===== config.mk =====
export PLATFORM = sky130hd
export DESIGN_NAME = dma_channel_descriptor_engine
export DESIGN_NICKNAME = d
export VERILOG_FILES = /design/src/rtl/core/dcde_pkg.sv /design/src/rtl/core/dma_channel_descriptor_engine.sv /design/src/rtl/core/dcde_ctrl.sv /design/src/rtl/core/dcde_datapath.sv
export SDC_FILE = /design/constraint.sdc
export NUM_CORES = 1
export LEC_CHECK = 0
export ABC_CLOCK_PERIOD_IN_PS = 7100
export BUFFER_PORTS_ARGS = -buffer_cell sky130_fd_sc_hd__buf_2
export CAP_MARGIN = 5
export CORE_MARGIN = 3
export CORE_UTILIZATION = 35
export DETAILED_ROUTE_END_ITERATION = 16
export GPL_TIMING_DRIVEN = 0
export SYNTH_ARGS = -nofsm -noshare
export SYNTH_HDL_FRONTEND = slang
export SYNTH_SLANG_ARGS = --single-unit

===== constraint.sdc =====
create_clock -name clock -period 7.1 [get_ports clock]
set_input_delay 0.71 -clock clock [delete_from_list [all_inputs] [get_ports clock]]
set_output_delay 0.71 -clock clock [all_outputs]
set_load 0.02 [all_outputs]

===== src/rtl/core/dcde_pkg.sv =====
// Types, constants and helper functions of the DMA channel descriptor engine.
package dcde_pkg;

   localparam int CHANNELS_DEFAULT   = 4;
   localparam int COUNT_BITS_DEFAULT = 16;
   localparam int ADDR_BITS_DEFAULT  = 32;

   localparam int CMD_BITS       = 3;
   localparam int CHAN_BITS      = 4;
   localparam int FIELD_ADDR_W   = 32;
   localparam int FIELD_COUNT_W  = 16;
   localparam int SIZE_BITS      = 2;
   localparam int STATUS_BITS    = 2;
   localparam int UNIT_BYTES_W   = 3;

   typedef enum logic [CMD_BITS-1:0] {
      CMD_SET_TRANSFER = 3'd0,
      CMD_START        = 3'd1,
      CMD_REQUEST      = 3'd2,
      CMD_ENABLE       = 3'd3,
      CMD_DISABLE      = 3'd4,
      CMD_CLAIM        = 3'd5,
      CMD_QUERY        = 3'd6,
      CMD_CLEAR_ALL    = 3'd7
   } cmd_type;

   typedef enum logic [STATUS_BITS-1:0] {
      STATUS_OK          = 2'd0,
      STATUS_BAD_CHANNEL = 2'd1,
      STATUS_BAD_VALUE   = 2'd2,
      STATUS_BUSY        = 2'd3
   } status_type;

   localparam logic [SIZE_BITS-1:0] SIZE_BYTE = 2'd0;
   localparam logic [SIZE_BITS-1:0] SIZE_HALF = 2'd1;
   localparam logic [SIZE_BITS-1:0] SIZE_WORD = 2'd2;

   typedef enum logic {
      ST_IDLE = 1'b0,
      ST_EXEC = 1'b1
   } ctrl_state_type;

   typedef struct packed {
      logic capture;
      logic execute;
   } ctrl_cmd_type;

   // Bytes in one unit; any code above halfword moves a word.
   function automatic logic [UNIT_BYTES_W-1:0] unit_bytes(input logic [SIZE_BITS-1:0] code);
      logic [UNIT_BYTES_W-1:0] bytes;
      unique case (code)
         SIZE_BYTE: bytes = 3'd1;
         SIZE_HALF: bytes = 3'd2;
         default:   bytes = 3'd4;
      endcase
      return bytes;
   endfunction

   function automatic logic [SIZE_BITS-1:0] size_code(input logic [SIZE_BITS-1:0] code);
      logic [SIZE_BITS-1:0] result;
      result = (code > SIZE_WORD) ? SIZE_WORD : code;
      return result;
   endfunction

endpackage


===== src/rtl/core/dma_channel_descriptor_engine.sv =====
// Top level of the multi-channel DMA descriptor engine.
// Each command on the req_ channel (set transfer, start, request, enable, disable,
// claim, query, clear all) names one channel and returns exactly one result on the
// rsp_ channel: a status, an optional unit transfer (address pair and size), a
// completion notice and, for query, the channel flags. Memory is moved outside.
// A command is captured in the cycle it is accepted and executed once the
// output register is free, when its result is loaded into that register and
// rsp_valid is set. The controller steps from its capture state to its execute
// state and back, so the block takes a new command only after the previous
// one has executed.
// A new command is accepted while the previous result still waits; if the
// receiver stalls, execution waits until the output register frees, so one
// result and one captured command can be held at once.
// Synchronous reset clears every channel descriptor and flag and empties the
// output register; clear all does the same for every channel.
module dma_channel_descriptor_engine #(
   parameter int CHANNELS   = dcde_pkg::CHANNELS_DEFAULT,
   parameter int COUNT_BITS = dcde_pkg::COUNT_BITS_DEFAULT,
   parameter int ADDR_BITS  = dcde_pkg::ADDR_BITS_DEFAULT
) (
   input  logic                                clock,
   input  logic                                reset,
   input  logic                                req_valid,
   output logic                                req_ready,
   input  logic [dcde_pkg::CMD_BITS-1:0]       req_command,
   input  logic [dcde_pkg::CHAN_BITS-1:0]      req_channel,
   input  logic [dcde_pkg::FIELD_ADDR_W-1:0]   req_src_addr,
   input  logic [dcde_pkg::FIELD_ADDR_W-1:0]   req_dst_addr,
   input  logic [dcde_pkg::FIELD_COUNT_W-1:0]  req_byte_count,
   input  logic                                req_src_increment,
   input  logic                                req_dst_increment,
   input  logic [dcde_pkg::SIZE_BITS-1:0]      req_src_size,
   input  logic [dcde_pkg::SIZE_BITS-1:0]      req_dst_size,
   input  logic                                req_start_now,
   input  logic                                req_notify_enable,
   output logic                                rsp_valid,
   input  logic                                rsp_ready,
   output logic [dcde_pkg::STATUS_BITS-1:0]    rsp_status,
   output logic                                rsp_xfer_valid,
   output logic [dcde_pkg::FIELD_ADDR_W-1:0]   rsp_xfer_src,
   output logic [dcde_pkg::FIELD_ADDR_W-1:0]   rsp_xfer_dst,
   output logic [dcde_pkg::SIZE_BITS-1:0]      rsp_xfer_size,
   output logic                                rsp_done_notice,
   output logic                                rsp_chan_enabled,
   output logic                                rsp_chan_done,
   output logic                                rsp_chan_claimed
);
   import dcde_pkg::*;

   ctrl_cmd_type ctrl_cmd;

   dcde_ctrl u_ctrl (
      .clock     (clock),
      .reset     (reset),
      .req_valid (req_valid),
      .req_ready (req_ready),
      .rsp_valid (rsp_valid),
      .rsp_ready (rsp_ready),
      .ctrl_cmd  (ctrl_cmd)
   );

   dcde_datapath #(
      .CHANNELS   (CHANNELS),
      .COUNT_BITS (COUNT_BITS),
      .ADDR_BITS  (ADDR_BITS)
   ) u_datapath (
      .clock             (clock),
      .reset             (reset),
      .ctrl_cmd          (ctrl_cmd),
      .req_command       (req_command),
      .req_channel       (req_channel),
      .req_src_addr      (req_src_addr),
      .req_dst_addr      (req_dst_addr),
      .req_byte_count    (req_byte_count),
      .req_src_increment (req_src_increment),
      .req_dst_increment (req_dst_increment),
      .req_src_size      (req_src_size),
      .req_dst_size      (req_dst_size),
      .req_start_now     (req_start_now),
      .req_notify_enable (req_notify_enable),
      .rsp_status        (rsp_status),
      .rsp_xfer_valid    (rsp_xfer_valid),
      .rsp_xfer_src      (rsp_xfer_src),
      .rsp_xfer_dst      (rsp_xfer_dst),
      .rsp_xfer_size     (rsp_xfer_size),
      .rsp_done_notice   (rsp_done_notice),
      .rsp_chan_enabled  (rsp_chan_enabled),
      .rsp_chan_done     (rsp_chan_done),
      .rsp_chan_claimed  (rsp_chan_claimed)
   );

endmodule


===== src/rtl/core/dcde_ctrl.sv =====
// Controller state machine that sequences capture, execution and result handoff.
module dcde_ctrl (
   input  logic                  clock,
   input  logic                  reset,
   input  logic                  req_valid,
   output logic                  req_ready,
   output logic                  rsp_valid,
   input  logic                  rsp_ready,
   output dcde_pkg::ctrl_cmd_type ctrl_cmd
);
   import dcde_pkg::*;

   ctrl_state_type state_ff, state_in;
   logic           rsp_valid_ff, rsp_valid_in;
   logic           out_free;

   always_ff @(posedge clock) begin
      if (reset) begin
         state_ff     <= ST_IDLE;
         rsp_valid_ff <= 1'b0;
      end else begin
         state_ff     <= state_in;
         rsp_valid_ff <= rsp_valid_in;
      end
   end

   assign out_free = !rsp_valid_ff || rsp_ready;

   always_comb begin
      state_in         = state_ff;
      req_ready        = 1'b0;
      ctrl_cmd.capture = 1'b0;
      ctrl_cmd.execute = 1'b0;
      rsp_valid_in     = rsp_valid_ff && !rsp_ready;
      unique case (state_ff)
         ST_IDLE: begin
            req_ready = 1'b1;
            if (req_valid) begin
               ctrl_cmd.capture = 1'b1;
               state_in         = ST_EXEC;
            end
         end
         ST_EXEC: begin
            if (out_free) begin
               ctrl_cmd.execute = 1'b1;
               rsp_valid_in     = 1'b1;
               state_in         = ST_IDLE;
            end
         end
      endcase
   end

   assign rsp_valid = rsp_valid_ff;

endmodule


===== src/rtl/core/dcde_datapath.sv =====
// Datapath holding the captured command, the per-channel descriptors and the result register.
module dcde_datapath #(
   parameter int CHANNELS   = dcde_pkg::CHANNELS_DEFAULT,
   parameter int COUNT_BITS = dcde_pkg::COUNT_BITS_DEFAULT,
   parameter int ADDR_BITS  = dcde_pkg::ADDR_BITS_DEFAULT
) (
   input  logic                                clock,
   input  logic                                reset,
   input  dcde_pkg::ctrl_cmd_type              ctrl_cmd,
   input  logic [dcde_pkg::CMD_BITS-1:0]       req_command,
   input  logic [dcde_pkg::CHAN_BITS-1:0]      req_channel,
   input  logic [dcde_pkg::FIELD_ADDR_W-1:0]   req_src_addr,
   input  logic [dcde_pkg::FIELD_ADDR_W-1:0]   req_dst_addr,
   input  logic [dcde_pkg::FIELD_COUNT_W-1:0]  req_byte_count,
   input  logic                                req_src_increment,
   input  logic                                req_dst_increment,
   input  logic [dcde_pkg::SIZE_BITS-1:0]      req_src_size,
   input  logic [dcde_pkg::SIZE_BITS-1:0]      req_dst_size,
   input  logic                                req_start_now,
   input  logic                                req_notify_enable,
   output logic [dcde_pkg::STATUS_BITS-1:0]    rsp_status,
   output logic                                rsp_xfer_valid,
   output logic [dcde_pkg::FIELD_ADDR_W-1:0]   rsp_xfer_src,
   output logic [dcde_pkg::FIELD_ADDR_W-1:0]   rsp_xfer_dst,
   output logic [dcde_pkg::SIZE_BITS-1:0]      rsp_xfer_size,
   output logic                                rsp_done_notice,
   output logic                                rsp_chan_enabled,
   output logic                                rsp_chan_done,
   output logic                                rsp_chan_claimed
);
   import dcde_pkg::*;

   localparam int IDX_W = (CHANNELS > 1) ? $clog2(CHANNELS) : 1;

   // Captured command.
   cmd_type                  cmd_ff;
   logic [CHAN_BITS-1:0]     chan_ff;
   logic [FIELD_ADDR_W-1:0]  src_ff, dst_ff;
   logic [FIELD_COUNT_W-1:0] count_ff;
   logic                     sinc_ff, dinc_ff, start_now_ff, notify_ff;
   logic [SIZE_BITS-1:0]     ssize_ff, dsize_ff;

   // Per-channel descriptors.
   logic [ADDR_BITS-1:0]  src_ptr_ff    [CHANNELS];
   logic [ADDR_BITS-1:0]  dst_ptr_ff    [CHANNELS];
   logic [COUNT_BITS-1:0] rem_ff        [CHANNELS];
   logic                  sstep_ff      [CHANNELS];
   logic                  dstep_ff      [CHANNELS];
   logic [SIZE_BITS-1:0]  sunit_ff      [CHANNELS];
   logic [SIZE_BITS-1:0]  dunit_ff      [CHANNELS];
   logic                  start_opt_ff  [CHANNELS];
   logic                  done_ff       [CHANNELS];
   logic                  enable_ff     [CHANNELS];
   logic                  claim_ff      [CHANNELS];
   logic                  notify_flag_ff[CHANNELS];

   logic [ADDR_BITS-1:0]  src_ptr_in, dst_ptr_in;
   logic [COUNT_BITS-1:0] rem_in;
   logic                  sstep_in, dstep_in, start_opt_in;
   logic                  done_in, enable_in, claim_in, notify_in;
   logic [SIZE_BITS-1:0]  sunit_in, dunit_in;
   logic                  chan_wr, clear_all;

   // Result register.
   status_type              status_ff, status_in;
   logic                    xvalid_ff, xvalid_in;
   logic [FIELD_ADDR_W-1:0] xsrc_ff, xsrc_in, xdst_ff, xdst_in;
   logic [SIZE_BITS-1:0]    xsize_ff, xsize_in;
   logic                    dnotice_ff, dnotice_in;
   logic                    q_en_ff, q_en_in, q_done_ff, q_done_in, q_claim_ff, q_claim_in;

   logic                    chan_ok;
   logic [IDX_W-1:0]        idx;
   logic [UNIT_BYTES_W-1:0] sub, dub;
   logic                    serve_done;
   logic [COUNT_BITS-1:0]   serve_rem;
   logic [ADDR_BITS-1:0]    serve_src, serve_dst;

   always_ff @(posedge clock) begin
      if (ctrl_cmd.capture) begin
         cmd_ff       <= cmd_type'(req_command);
         chan_ff      <= req_channel;
         src_ff       <= req_src_addr;
         dst_ff       <= req_dst_addr;
         count_ff     <= req_byte_count;
         sinc_ff      <= req_src_increment;
         dinc_ff      <= req_dst_increment;
         ssize_ff     <= req_src_size;
         dsize_ff     <= req_dst_size;
         start_now_ff <= req_start_now;
         notify_ff    <= req_notify_enable;
      end
   end

   assign chan_ok = ({1'b0, chan_ff} < (CHAN_BITS + 1)'(CHANNELS));
   assign idx     = chan_ff[IDX_W-1:0];

   assign sub        = unit_bytes(sunit_ff[idx]);
   assign dub        = unit_bytes(dunit_ff[idx]);
   assign serve_done = (rem_ff[idx] <= COUNT_BITS'(sub));
   assign serve_rem  = serve_done ? rem_ff[idx] : rem_ff[idx] - COUNT_BITS'(sub);
   assign serve_src  = sstep_ff[idx] ? src_ptr_ff[idx] + ADDR_BITS'(sub) : src_ptr_ff[idx];
   assign serve_dst  = dstep_ff[idx] ? dst_ptr_ff[idx] + ADDR_BITS'(dub) : dst_ptr_ff[idx];

   always_comb begin
      src_ptr_in   = src_ptr_ff[idx];
      dst_ptr_in   = dst_ptr_ff[idx];
      rem_in       = rem_ff[idx];
      sstep_in     = sstep_ff[idx];
      dstep_in     = dstep_ff[idx];
      sunit_in     = sunit_ff[idx];
      dunit_in     = dunit_ff[idx];
      start_opt_in = start_opt_ff[idx];
      done_in      = done_ff[idx];
      enable_in    = enable_ff[idx];
      claim_in     = claim_ff[idx];
      notify_in    = notify_flag_ff[idx];
      chan_wr      = 1'b0;
      clear_all    = 1'b0;
      status_in    = STATUS_OK;
      xvalid_in    = 1'b0;
      xsrc_in      = '0;
      xdst_in      = '0;
      xsize_in     = SIZE_BYTE;
      dnotice_in   = 1'b0;
      q_en_in      = 1'b0;
      q_done_in    = 1'b0;
      q_claim_in   = 1'b0;
      if (cmd_ff == CMD_CLEAR_ALL) begin
         clear_all = 1'b1;
      end else if (!chan_ok) begin
         status_in = STATUS_BAD_CHANNEL;
      end else begin
         unique case (cmd_ff)
            CMD_SET_TRANSFER: begin
               if (src_ff == '0 && dst_ff == '0) begin
                  status_in = STATUS_BAD_VALUE;
               end else begin
                  chan_wr      = 1'b1;
                  src_ptr_in   = src_ff[ADDR_BITS-1:0];
                  dst_ptr_in   = dst_ff[ADDR_BITS-1:0];
                  rem_in       = COUNT_BITS'(count_ff);
                  sstep_in     = sinc_ff;
                  dstep_in     = dinc_ff;
                  sunit_in     = ssize_ff;
                  dunit_in     = dsize_ff;
                  start_opt_in = start_now_ff;
               end
            end
            CMD_START: begin
               if (rem_ff[idx] == '0) begin
                  status_in = STATUS_BAD_VALUE;
               end else begin
                  chan_wr   = 1'b1;
                  done_in   = 1'b0;
                  notify_in = notify_ff;
                  if (start_opt_ff[idx]) begin
                     done_in    = serve_done;
                     rem_in     = serve_rem;
                     src_ptr_in = serve_src;
                     dst_ptr_in = serve_dst;
                     xvalid_in  = 1'b1;
                     xsrc_in    = FIELD_ADDR_W'(src_ptr_ff[idx]);
                     xdst_in    = FIELD_ADDR_W'(dst_ptr_ff[idx]);
                     xsize_in   = size_code(sunit_ff[idx]);
                  end
               end
            end
            CMD_REQUEST: begin
               chan_wr = 1'b1;
               if (done_ff[idx]) begin
                  enable_in  = 1'b0;
                  dnotice_in = notify_flag_ff[idx];
               end else begin
                  done_in    = serve_done;
                  rem_in     = serve_rem;
                  src_ptr_in = serve_src;
                  dst_ptr_in = serve_dst;
                  xvalid_in  = 1'b1;
                  xsrc_in    = FIELD_ADDR_W'(src_ptr_ff[idx]);
                  xdst_in    = FIELD_ADDR_W'(dst_ptr_ff[idx]);
                  xsize_in   = size_code(sunit_ff[idx]);
               end
            end
            CMD_ENABLE: begin
               chan_wr   = 1'b1;
               enable_in = 1'b1;
            end
            CMD_DISABLE: begin
               chan_wr   = 1'b1;
               enable_in = 1'b0;
            end
            CMD_CLAIM: begin
               if (claim_ff[idx]) begin
                  status_in = STATUS_BUSY;
               end else begin
                  chan_wr  = 1'b1;
                  claim_in = 1'b1;
               end
            end
            CMD_QUERY: begin
               q_en_in    = enable_ff[idx];
               q_done_in  = done_ff[idx];
               q_claim_in = claim_ff[idx];
            end
            CMD_CLEAR_ALL: begin
            end
         endcase
      end
   end

   always_ff @(posedge clock) begin
      if (reset || (ctrl_cmd.execute && clear_all)) begin
         for (int i = 0; i < CHANNELS; i++) begin
            src_ptr_ff[i]     <= '0;
            dst_ptr_ff[i]     <= '0;
            rem_ff[i]         <= '0;
            sstep_ff[i]       <= 1'b0;
            dstep_ff[i]       <= 1'b0;
            sunit_ff[i]       <= '0;
            dunit_ff[i]       <= '0;
            start_opt_ff[i]   <= 1'b0;
            done_ff[i]        <= 1'b0;
            enable_ff[i]      <= 1'b0;
            claim_ff[i]       <= 1'b0;
            notify_flag_ff[i] <= 1'b0;
         end
      end else if (ctrl_cmd.execute && chan_wr) begin
         src_ptr_ff[idx]     <= src_ptr_in;
         dst_ptr_ff[idx]     <= dst_ptr_in;
         rem_ff[idx]         <= rem_in;
         sstep_ff[idx]       <= sstep_in;
         dstep_ff[idx]       <= dstep_in;
         sunit_ff[idx]       <= sunit_in;
         dunit_ff[idx]       <= dunit_in;
         start_opt_ff[idx]   <= start_opt_in;
         done_ff[idx]        <= done_in;
         enable_ff[idx]      <= enable_in;
         claim_ff[idx]       <= claim_in;
         notify_flag_ff[idx] <= notify_in;
      end
   end

   always_ff @(posedge clock) begin
      if (ctrl_cmd.execute) begin
         status_ff  <= status_in;
         xvalid_ff  <= xvalid_in;
         xsrc_ff    <= xsrc_in;
         xdst_ff    <= xdst_in;
         xsize_ff   <= xsize_in;
         dnotice_ff <= dnotice_in;
         q_en_ff    <= q_en_in;
         q_done_ff  <= q_done_in;
         q_claim_ff <= q_claim_in;
      end
   end

   assign rsp_status       = status_ff;
   assign rsp_xfer_valid   = xvalid_ff;
   assign rsp_xfer_src     = xsrc_ff;
   assign rsp_xfer_dst     = xdst_ff;
   assign rsp_xfer_size    = xsize_ff;
   assign rsp_done_notice  = dnotice_ff;
   assign rsp_chan_enabled = q_en_ff;
   assign rsp_chan_done    = q_done_ff;
   assign rsp_chan_claimed = q_claim_ff;

endmodule


# After elaboration in Yosys (flattened, before gate mapping)
# Memories as Yosys holds them, arrays and structs flattened. A register that Yosys moved wholly into a read port is not among the register bits.
# Cells that the tools add are included.
[totals]
input_bits = 99
memories = 12
romBits = 0
latchBits = 0
regBits = 170
mem_bits_rw = 364
out_inout_bits = 75
[op_classes]
n_eq_ne = 9
n_bitwise = 5
n_mux = 154
div_mod_pow = 0
order_cmp = 3
n_addsub = 3
mul = 0
n_reduce_logical = 30
n_shift = 0
[mem_list]
columns = ["memory", "depth", "word_bits", "rd", "rd_ports_with_merged_regs", "wr", "line", "text"]
rows = [
  ["u_datapath.dst_ptr_ff", 4, 32, 1, 1, 4, "dcde_datapath.sv:45", "logic [ADDR_BITS-1:0] dst_ptr_ff [CHANNELS];"],
  ["u_datapath.src_ptr_ff", 4, 32, 1, 1, 4, "dcde_datapath.sv:44", "logic [ADDR_BITS-1:0] src_ptr_ff [CHANNELS];"],
  ["u_datapath.rem_ff", 4, 16, 1, 1, 4, "dcde_datapath.sv:46", "logic [COUNT_BITS-1:0] rem_ff [CHANNELS];"],
  ["u_datapath.dunit_ff", 4, 2, 1, 1, 4, "dcde_datapath.sv:50", "logic [SIZE_BITS-1:0] dunit_ff [CHANNELS];"],
  ["u_datapath.sunit_ff", 4, 2, 1, 1, 4, "dcde_datapath.sv:49", "logic [SIZE_BITS-1:0] sunit_ff [CHANNELS];"],
  ["u_datapath.claim_ff", 4, 1, 1, 1, 4, "dcde_datapath.sv:54", "logic claim_ff [CHANNELS];"],
  ["6 more memories", "n/a", "n/a", "n/a", "n/a", "n/a", "n/a", ""],
]
[op_table]
columns = ["operator", "count"]
rows = [
  ["$mux 32", 22],
  ["$pmux 32 s3", 2],
  ["$mux 16", 8],
  ["$pmux 32 s2", 2],
  ["$mux 2", 41],
  ["$mux 1", 69],
  ["$add 32x3->32", 2],
  ["$logic_not 32->1", 2],
  ["$reduce_or 32->1", 2],
  ["$pmux 16 s3", 1],
  ["$le 16x3->1", 1],
  ["$logic_not 16->1", 1],
  ["$reduce_or 16->1", 1],
  ["$sub 16x3->16", 1],
  ["$eq 3x3->1 const B", 4],
  ["$pmux 3 s2", 2],
  ["$reduce_or 1->1", 7],
  ["$eq 3x2->1 const B", 2],
  ["$pmux 1 s2", 3],
  ["$pmux 2 s3", 1],
  ["$reduce_or 2->1", 3],
  ["$reduce_or 3->1", 2],
  ["$not 1->1", 5],
  ["$eq 2x1->1 const B", 2],
  ["other kinds (12)", 18],
]

# Logic depth before layout (Yosys ltp)
# Gate-level depths: netlist of the first run.
[depth]
depth_word = 12
depth_mapped = 21
ltp_nobuf = 12

# Modules after synthesis
# A second synthesis of the first run with hierarchy kept.
[unflattened]
cells_unflattened = 1842
hier_area_um2 = 25124.1
[modules_own_cells]
columns = ["mod", "area_each_um2", "instances", "cells_per_inst"]
rows = [
  ["dcde_datapath", 25036.5, 1, 1833],
  ["dcde_ctrl", 87.6, 1, 9],
]

# Worst setup path before layout of the first run
# No wires, ideal clock.
[synth_path]
path_type = "input-to-reg"
start = "input rsp_ready"
end = "memory u_datapath.claim_ff[0], enable pin"
t_arrival_ps = 6028
setup_slack_ps = 619
path_buffers = 3
required_time_ps = 6647
setup_time_ps = 453
cell_stages = 10
path_cell_list = "nand2b_1 and2_1 nand3_1 or2_2 a21o_1 buf_2 or3_1 buf_2 buf_2 nand2_1"
[synth_rtl]
columns = ["item", "line", "text"]
rows = [
  ["start: declaration", "dma_channel_descriptor_engine.sv:37", "input logic rsp_ready,"],
  ["end: declaration", "dcde_datapath.sv:54", ""],
]

==> flow_metrics.env, run 1 <==
export IMPL_status="complete, no violations"
export IMPL_grt_max_degree=51
export IMPL_synth_seq_cells=536
export IMPL_clk_path_buf_depth=3
export IMPL_die_area_mm2=0.0748
export IMPL_place_gp_congestion=0.935
export IMPL_synth_top_area_share_pct=63.8
export IMPL_final_cells=3088
export IMPL_rows=97
export IMPL_clk_latency_ns=0.63
export IMPL_ant_nets=0
export IMPL_numCtsBuffers=60
export IMPL_cts_tree="built"
export IMPL_ys_warnings_count=0
export IMPL_grt_pass1_vias=18100
export IMPL_setup_violations=0
export IMPL_wl_per_cell_um=29.3
export IMPL_avgViaCountPerCell=5.96
export IMPL_maxSlewHeadroom_pct=14.1
export IMPL_critPathArrivalTime_ns=6.99
export IMPL_crit_chain="buf_4 > buf_4 > buf_4 > buf_4 > buf_2 > buf_2 > clkbuf_4 > mux4_2 > inv_1 > nand2_1 > inv_1 > fa_1 > a21oi_1 > a211oi_1 > o2111ai_2 > nor2_1 > a211oi_1 > nor4_2 > nor2_1"
export IMPL_global_route_overflow_total=0
export IMPL_path_clk_slew_ns=0.06
export IMPL_p_per_area_mw_per_mm2=265
export IMPL_yosys_area_top_type="edfxtp_1"
export IMPL_vias=18400
export IMPL_fin_crit_sh_pct=93.5
export IMPL_track_usage_pct=23.9
export IMPL_core_area_mm2=0.0704
export IMPL_whs_ns=0.252
export IMPL_syn_num_nets=1965
export IMPL_timing_fmax_ghz=0.151
export IMPL_die_x_um=273
export IMPL_cp_start_kind="flop"
export IMPL_syn_instance_count=1854
export IMPL_required_ns=7.45
export IMPL_drive_gt1_share_pct=21.7
export IMPL_wl_mm=90.5
export IMPL_synth_edff_count=532
export IMPL_antenna_found_initial=1
export IMPL_cts_sinks=536
export IMPL_path_buf_inv=9
export IMPL_cts_htree_levels=2
export IMPL_io_pins=174
export IMPL_ys_types=85
export IMPL_critPathCaptureType="flop"
export IMPL_async_reset_ff_share_pct=0
export IMPL_worst_path_stages=19
export IMPL_rsz0062_at_grt="no"
export IMPL_drc=0
export IMPL_portBuffers=173
export IMPL_ys_flop_type="edfxtp_1"
export IMPL_worstMarginPinSlew_ns=1.29
export IMPL_cpMostUsedCell="buf_4"
export IMPL_period_needed_ns=6.64
export IMPL_nets=2209
export IMPL_post_cts_buffers=0
export IMPL_start_util_pct=35.6
export IMPL_reg2reg_depth=19
export IMPL_seq_area_frac_synth_pct=64.1
export IMPL_drv_slew=0
export IMPL_drtIter0Drc=2533
export IMPL_crit_type="flop to flop"
export IMPL_critPathTopFamily="buffers and inverters"
export IMPL_diodes=0
export IMPL_hold_path_depth=1
export IMPL_syn_area_mm2=0.0250
export IMPL_grt_pass1_wl_mm=129
export IMPL_fin_skew_ns=0.0154
export IMPL_dp_cells=2977
export IMPL_dieHeight_um=273
export IMPL_first_pass_iters=8
export IMPL_hold_path_class="input pin to flop"
export IMPL_leakage_nw=10.2
export IMPL_slowest_stage="a211oi_1"
export IMPL_final_setup_tns_ns=0
export IMPL_peakVddDrop_uv=196
export IMPL_maxCapViolCount=0
export IMPL_area_growth_pct=16.9
export IMPL_dp_hpwl_mm=62.8
export IMPL_avgSynthCellArea_um2=13.5
export IMPL_clockRootBuffer="clkbuf_16"
export IMPL_critPathMaxFanout=19
export IMPL_synth_area_leaders="edfxtp_1 64%, mux4_2 7.7%, nor2_1 5.7%"
export IMPL_slowest_delay_ns=0.53
export IMPL_finalHoldViolCount=0
## cells in the final DEF (no fill, tap or decap), types with 8 or more instances in the layout
cell	synthesis	final
a211oi_1	13	13
a21o_1	16	16
a21oi_1	61	61
a222oi_1	8	8
a31oi_1	34	34
a32o_1	22	22
and2_1	58	57
and3_1	24	24
and4_1	10	10
buf_1	8	8
buf_2	44	217
buf_4	8	8
clkbuf_1	51	65
clkbuf_16	0	61
clkinv_1	0	11
clkinv_2	0	11
edfxtp_1	532	532
ha_1	9	9
inv_1	37	37
mux2_2	8	8
mux2i_1	8	8
mux4_2	86	86
nand2_1	79	75
nand3_1	32	32
nand4_1	15	15
nor2_1	378	378
nor2b_1	13	12
nor3_1	35	35
nor4_1	36	36
o211ai_1	28	28
o21ai_0	20	20
o21ai_1	8	8
## stage by stage
step / instance area, µm² / total power [W] / setup slack, ns / util (%)
floorplan: 25000 / 0.00436 / 0.619 / -
global placement: 27100 / 0.00471 / -3.12 / 38.5
detailed placement: 27300 / 0.00471 / 0.0220 / 38.8
CTS: 29300 / 0.00779 / 0.399 / 41.6
global route: 29300 / 0.00801 / 0.00468 / 41.6
finish: 29300 / 0.00777 / 0.461 / 41.6
## layout make-up
type                       instances  area, µm²
buffer                           119        613
clock inverter                    35        334
multi-input combinational       1160       8260
timing repair buffer             183       1100
inverter                          38        143
sequential                       536      16100
tap                              940       1180
fill                            6618      41100
clock buffer                      77       1600
## logic make-up after synthesis
family	Yosys count	synth area share, %
simple gates	741	14.3
flops	536	64.1
compound gates	290	8.62
buf+inv	158	3.02
mux	106	8.84
fa+ha+maj	12	0.690
xor+xnor	11	0.385
## cell usage after synthesis, types with 16 or more instances
cell type,n
and2_1,58
clkbuf_1,51
nor4_1,36
nor2_1,378
buf_2,44
o21ai_0,20
inv_1,37
a21o_1,16
nor3_1,35
a31oi_1,34
edfxtp_1,532
a32o_1,22
o211ai_1,28
a21oi_1,61
mux4_2,86
and3_1,24
nand3_1,32
nand2_1,79
## repair_timing
| item | 4_1_cts | 5_1_grt |
|---|---|---|
| hold buffers | 0 | 0 |
| endpoints found under the setup margin | 3 | 5 |
| resized for setup | 0 | 1 |
## path summary, 6_finish.rpt
| path | slack, ns | start | end |
|---|---|---|---|
| hold reg to reg | 0.51 | u_ctrl.rsp_valid | u_ctrl.rsp_valid |
| hold / removal | 0.25 | req_byte_count[0] | u_datapath.count_ff[0] |
| setup / recovery | 0.46 | flop | u_datapath.src_ptr_ff[0][22] |
| setup reg to reg | 0.46 | flop | u_datapath.src_ptr_ff[0][22] |
## per-layer routing
metal  vias up  wire length [µm]  global-route usage, %
li1       7674                 -                      -
met1      9298             35500                   31.9
met2      1190             41400                   38.1
met3       230              9360                   5.03
met4         0              4230                   9.86
met5         -                 0                      0
## worst register-to-register path: stages, from the launching register on
cell	delay [ns]
dfxtp_1	0.30
buf_4	0.23
buf_4	0.29
buf_4	0.30
buf_4	0.30
buf_2	0.37
buf_2	0.43
clkbuf_4	0.49
mux4_2	0.46
inv_1	0.19
nand2_1	0.17
inv_1	0.25
fa_1	0.30
a21oi_1	0.18
a211oi_1	0.53
o2111ai_2	0.40
nor2_1	0.41
a211oi_1	0.15
nor4_2	0.51
nor2_1	0.09
## flip-flops by register name, indices dropped and copies added, names as in the netlist, 8 cells and up, named ones only
signal                   count
u_datapath.rsp_xfer_src     32
u_datapath.dunit_ff          8
u_datapath.rsp_xfer_dst     32
u_datapath.rem_ff           64
u_datapath.sunit_ff          8
u_datapath.src_ptr_ff      128
u_datapath.count_ff         16
u_datapath.dst_ff           32
u_datapath.src_ff           32
u_datapath.dst_ptr_ff      128
## power breakdown
group / switching, W / internal, W
Clock: 0.00130 / 0.00180
Sequential: 0.0000740 / 0.00364
Combinational: 0.000641 / 0.000316
Note: power is estimated with default switching activity, not from simulation.
==> run 2: changes to the inputs <==
- CORE_UTILIZATION: 35 -> 42
==> run 2 against run 1 <==
  * Clock-buffer cell count is 7 lower
  * Die area fell by 16%
  * Via count up 0.35%
  * Clock skew rose by 0.012 ns
  * Non-clock buffer count unchanged
  * Total power down 3.1%
  * Maximum frequency is 1.5% lower
  * Highest routed layer unchanged
  * Wire length down 2.5%
  * Design area down 1.4%
  * Hold slack better by 0.00073 ns
  * Clock power decreased by 8.1%
  * Combinational power is 0.8% higher
==> flow_metrics.env, run 2 (synthesis results as in run 1) <==
export IMPL_start_util_pct=42.9
export IMPL_io_pins=174
export IMPL_reg_top3="u_datapath.dst_ptr_ff x128, u_datapath.src_ptr_ff x128, u_datapath.rem_ff x64"
export IMPL_min_from="req_byte_count[15]"
export IMPL_slowest_delay_ns=0.52
export IMPL_first_pass_iters=6
export IMPL_period_needed_ns=6.74
export IMPL_final_common_cell="edfxtp_1"
export IMPL_final_cell_mix="532 x edfxtp_1, 378 x nor2_1, 216 x buf_2"
export IMPL_clk_latency_ns=0.63
export IMPL_cp_start_kind="flop"
export IMPL_dpl_cell_area_mm2=0.0271
export IMPL_crit_type="flop to flop"
export IMPL_reg2reg_depth=19
export IMPL_die_x_um=250
export IMPL_maxCapViolCount=0
export IMPL_clk_path_buf_depth=3
export IMPL_hold_path_class="input pin to flop"
export IMPL_critPathCaptureType="flop"
export IMPL_fin_util_pct=49.5
export IMPL_cts_tree="built"
export IMPL_fin_skew_ns=0.0271
export IMPL_wl_per_cell_um=30.4
export IMPL_leakage_nw=10.1
export IMPL_nets=2205
export IMPL_antenna_found_initial=0
export IMPL_holdBufCountCts=0
export IMPL_critPathMaxFanout=19
export IMPL_drv_slew=0
export IMPL_peakVddDrop_uv=220
export IMPL_r2r_end="u_datapath.src_ptr_ff[1][22]"
export IMPL_rsz0062_at_grt="no"
export IMPL_core_area_mm2=0.0584
export IMPL_timing_fmax_ghz=0.148
export IMPL_drive_gt1_share_pct=21.3
export IMPL_worst_path_stages=19
export IMPL_hold_path_depth=1
export IMPL_path_buf_inv=9
export IMPL_whs_ns=0.253
export IMPL_p_per_area_mw_per_mm2=261
export IMPL_finalPower_w=0.00753
export IMPL_vias=18500
export IMPL_dp_cells=2802
export IMPL_finalHoldViolCount=0
export IMPL_fin_crit_sh_pct=94.9
export IMPL_final_cells=2900
export IMPL_multi_input_area_mm2=0.00827
export IMPL_grt_pass1_wl_mm=125
export IMPL_place_gp_congestion=0.971
export IMPL_diodes=0
export IMPL_cpMostUsedCell="buf_4"
export IMPL_avgViaCountPerCell=6.36
export IMPL_numCtsBuffers=56
export IMPL_rows=88
export IMPL_grt_pass1_vias=17800
export IMPL_grt_max_degree=52
export IMPL_die_area_mm2=0.0626
export IMPL_area_growth_pct=15.3
export IMPL_portBuffers=173
export IMPL_reg2reg_slack_ns=0.36
export IMPL_setup_violations=0
export IMPL_final_area_mm2=0.0289
export IMPL_ant_nets=0
export IMPL_worstMarginPinSlew_ns=1.31
export IMPL_hold_end="u_datapath.count_ff[15]"
export IMPL_global_route_overflow_total=0
export IMPL_clockRootBuffer="clkbuf_16"
export IMPL_drtIter0Drc=2813
export IMPL_fill_cells=5109
export IMPL_post_cts_buffers=0
export IMPL_slowest_stage="nor4_2"
export IMPL_wl_mm=88.2
export IMPL_critPathArrivalTime_ns=7.09
export IMPL_status="complete, no violations"
export IMPL_cts_sinks=536
export IMPL_path_clk_slew_ns=0.06
export IMPL_crit_chain="buf_4 > buf_4 > buf_4 > buf_4 > buf_2 > buf_2 > clkbuf_4 > mux4_2 > inv_1 > nand2_1 > inv_1 > fa_1 > a21oi_1 > a211oi_2 > o2111ai_2 > nor2_1 > a211oi_1 > nor4_2 > nor2_1"
export IMPL_drc=0
export IMPL_dieHeight_um=250
export IMPL_cts_htree_levels=2
export IMPL_regArea_mm2=0.0161
export IMPL_track_usage_pct=27.6
export IMPL_maxSlewHeadroom_pct=12.1
export IMPL_critPathTopFamily="buffers and inverters"
export IMPL_required_ns=7.45
export IMPL_dp_hpwl_mm=61.2
==> run 2: what timing repair did <==
action	in CTS	in global routing
resized for setup	0	2
endpoints found under the setup margin	36	22
pin swaps	0	0
==> run 2: metal layers <==
layer | global-route usage, % | vias up | routed length [µm]
met5 | 0 | - | 0
met1 | 38.6 | 9258 | 34700
li1 | - | 7658 | -
met4 | 11.6 | 0 | 4420
met2 | 41.2 | 1281 | 38700
met3 | 6.98 | 260 | 10500
==> run 2: area by class of cell <==
cell class	instances	share of cell area, %
Clock buffer	70	5.11
Multi-Input combinational cell	1160	28.6
Sequential cell	536	55.6
Clock inverter	29	0.884
Timing Repair Buffer	183	3.80
Tap cell	765	3.32
Inverter	38	0.494
Buffer	119	2.12
==> run 2: worst max path at each step <==
| stage | start | end | slack (ns) |
|---|---|---|---|
| 6_report | flop | u_datapath.src_ptr_ff[1][22] | 0.36 |
| 5_1_grt | flop | u_datapath.src_ptr_ff[1][20] | 0.14 |
| 4_1_cts | flop | u_datapath.src_ptr_ff[1][20] | 0.07 |
| 3_5_place_dp | flop | u_datapath.src_ptr_ff[1][20] | -0.31 |
| 3_3_place_gp | rsp_ready | u_datapath.src_ptr_ff[1][19] | -3.37 |
| 2_1_floorplan | rsp_ready | u_datapath.claim_ff[0] | 0.62 |
==> run 2: where the power goes <==
| part | leakage (nW) | switching, W | internal [W] |
|---|---|---|---|
| clock | 0.843 | 0.00124 | 0.00161 |
| combinational | 3.84 | 0.000647 | 0.000318 |
| sequential | 5.45 | 0.0000737 | 0.00364 |
==> run 2: metrics by stage <==
step	TNS (ns)	worst slack [ns]
after floorplan	0	0.619
after global placement	-1096.30	-3.37
after detailed placement	-5.68	-0.307
after CTS	0	0.0680
after global routing	0	0.144
final	0	0.360
==> run 2: worst reg2reg max path, stage by stage, from the launching register on <==
cell and delay (ns):
dfxtp_1 0.31, buf_4 0.23, buf_4 0.28, buf_4 0.28, buf_4 0.28, buf_2 0.37, buf_2 0.46, clkbuf_4 0.51
mux4_2 0.44, inv_1 0.27, nand2_1 0.28, inv_1 0.31, fa_1 0.31, a21oi_1 0.16, a211oi_2 0.36, o2111ai_2 0.37
nor2_1 0.43, a211oi_1 0.15, nor4_2 0.52, nor2_1 0.11
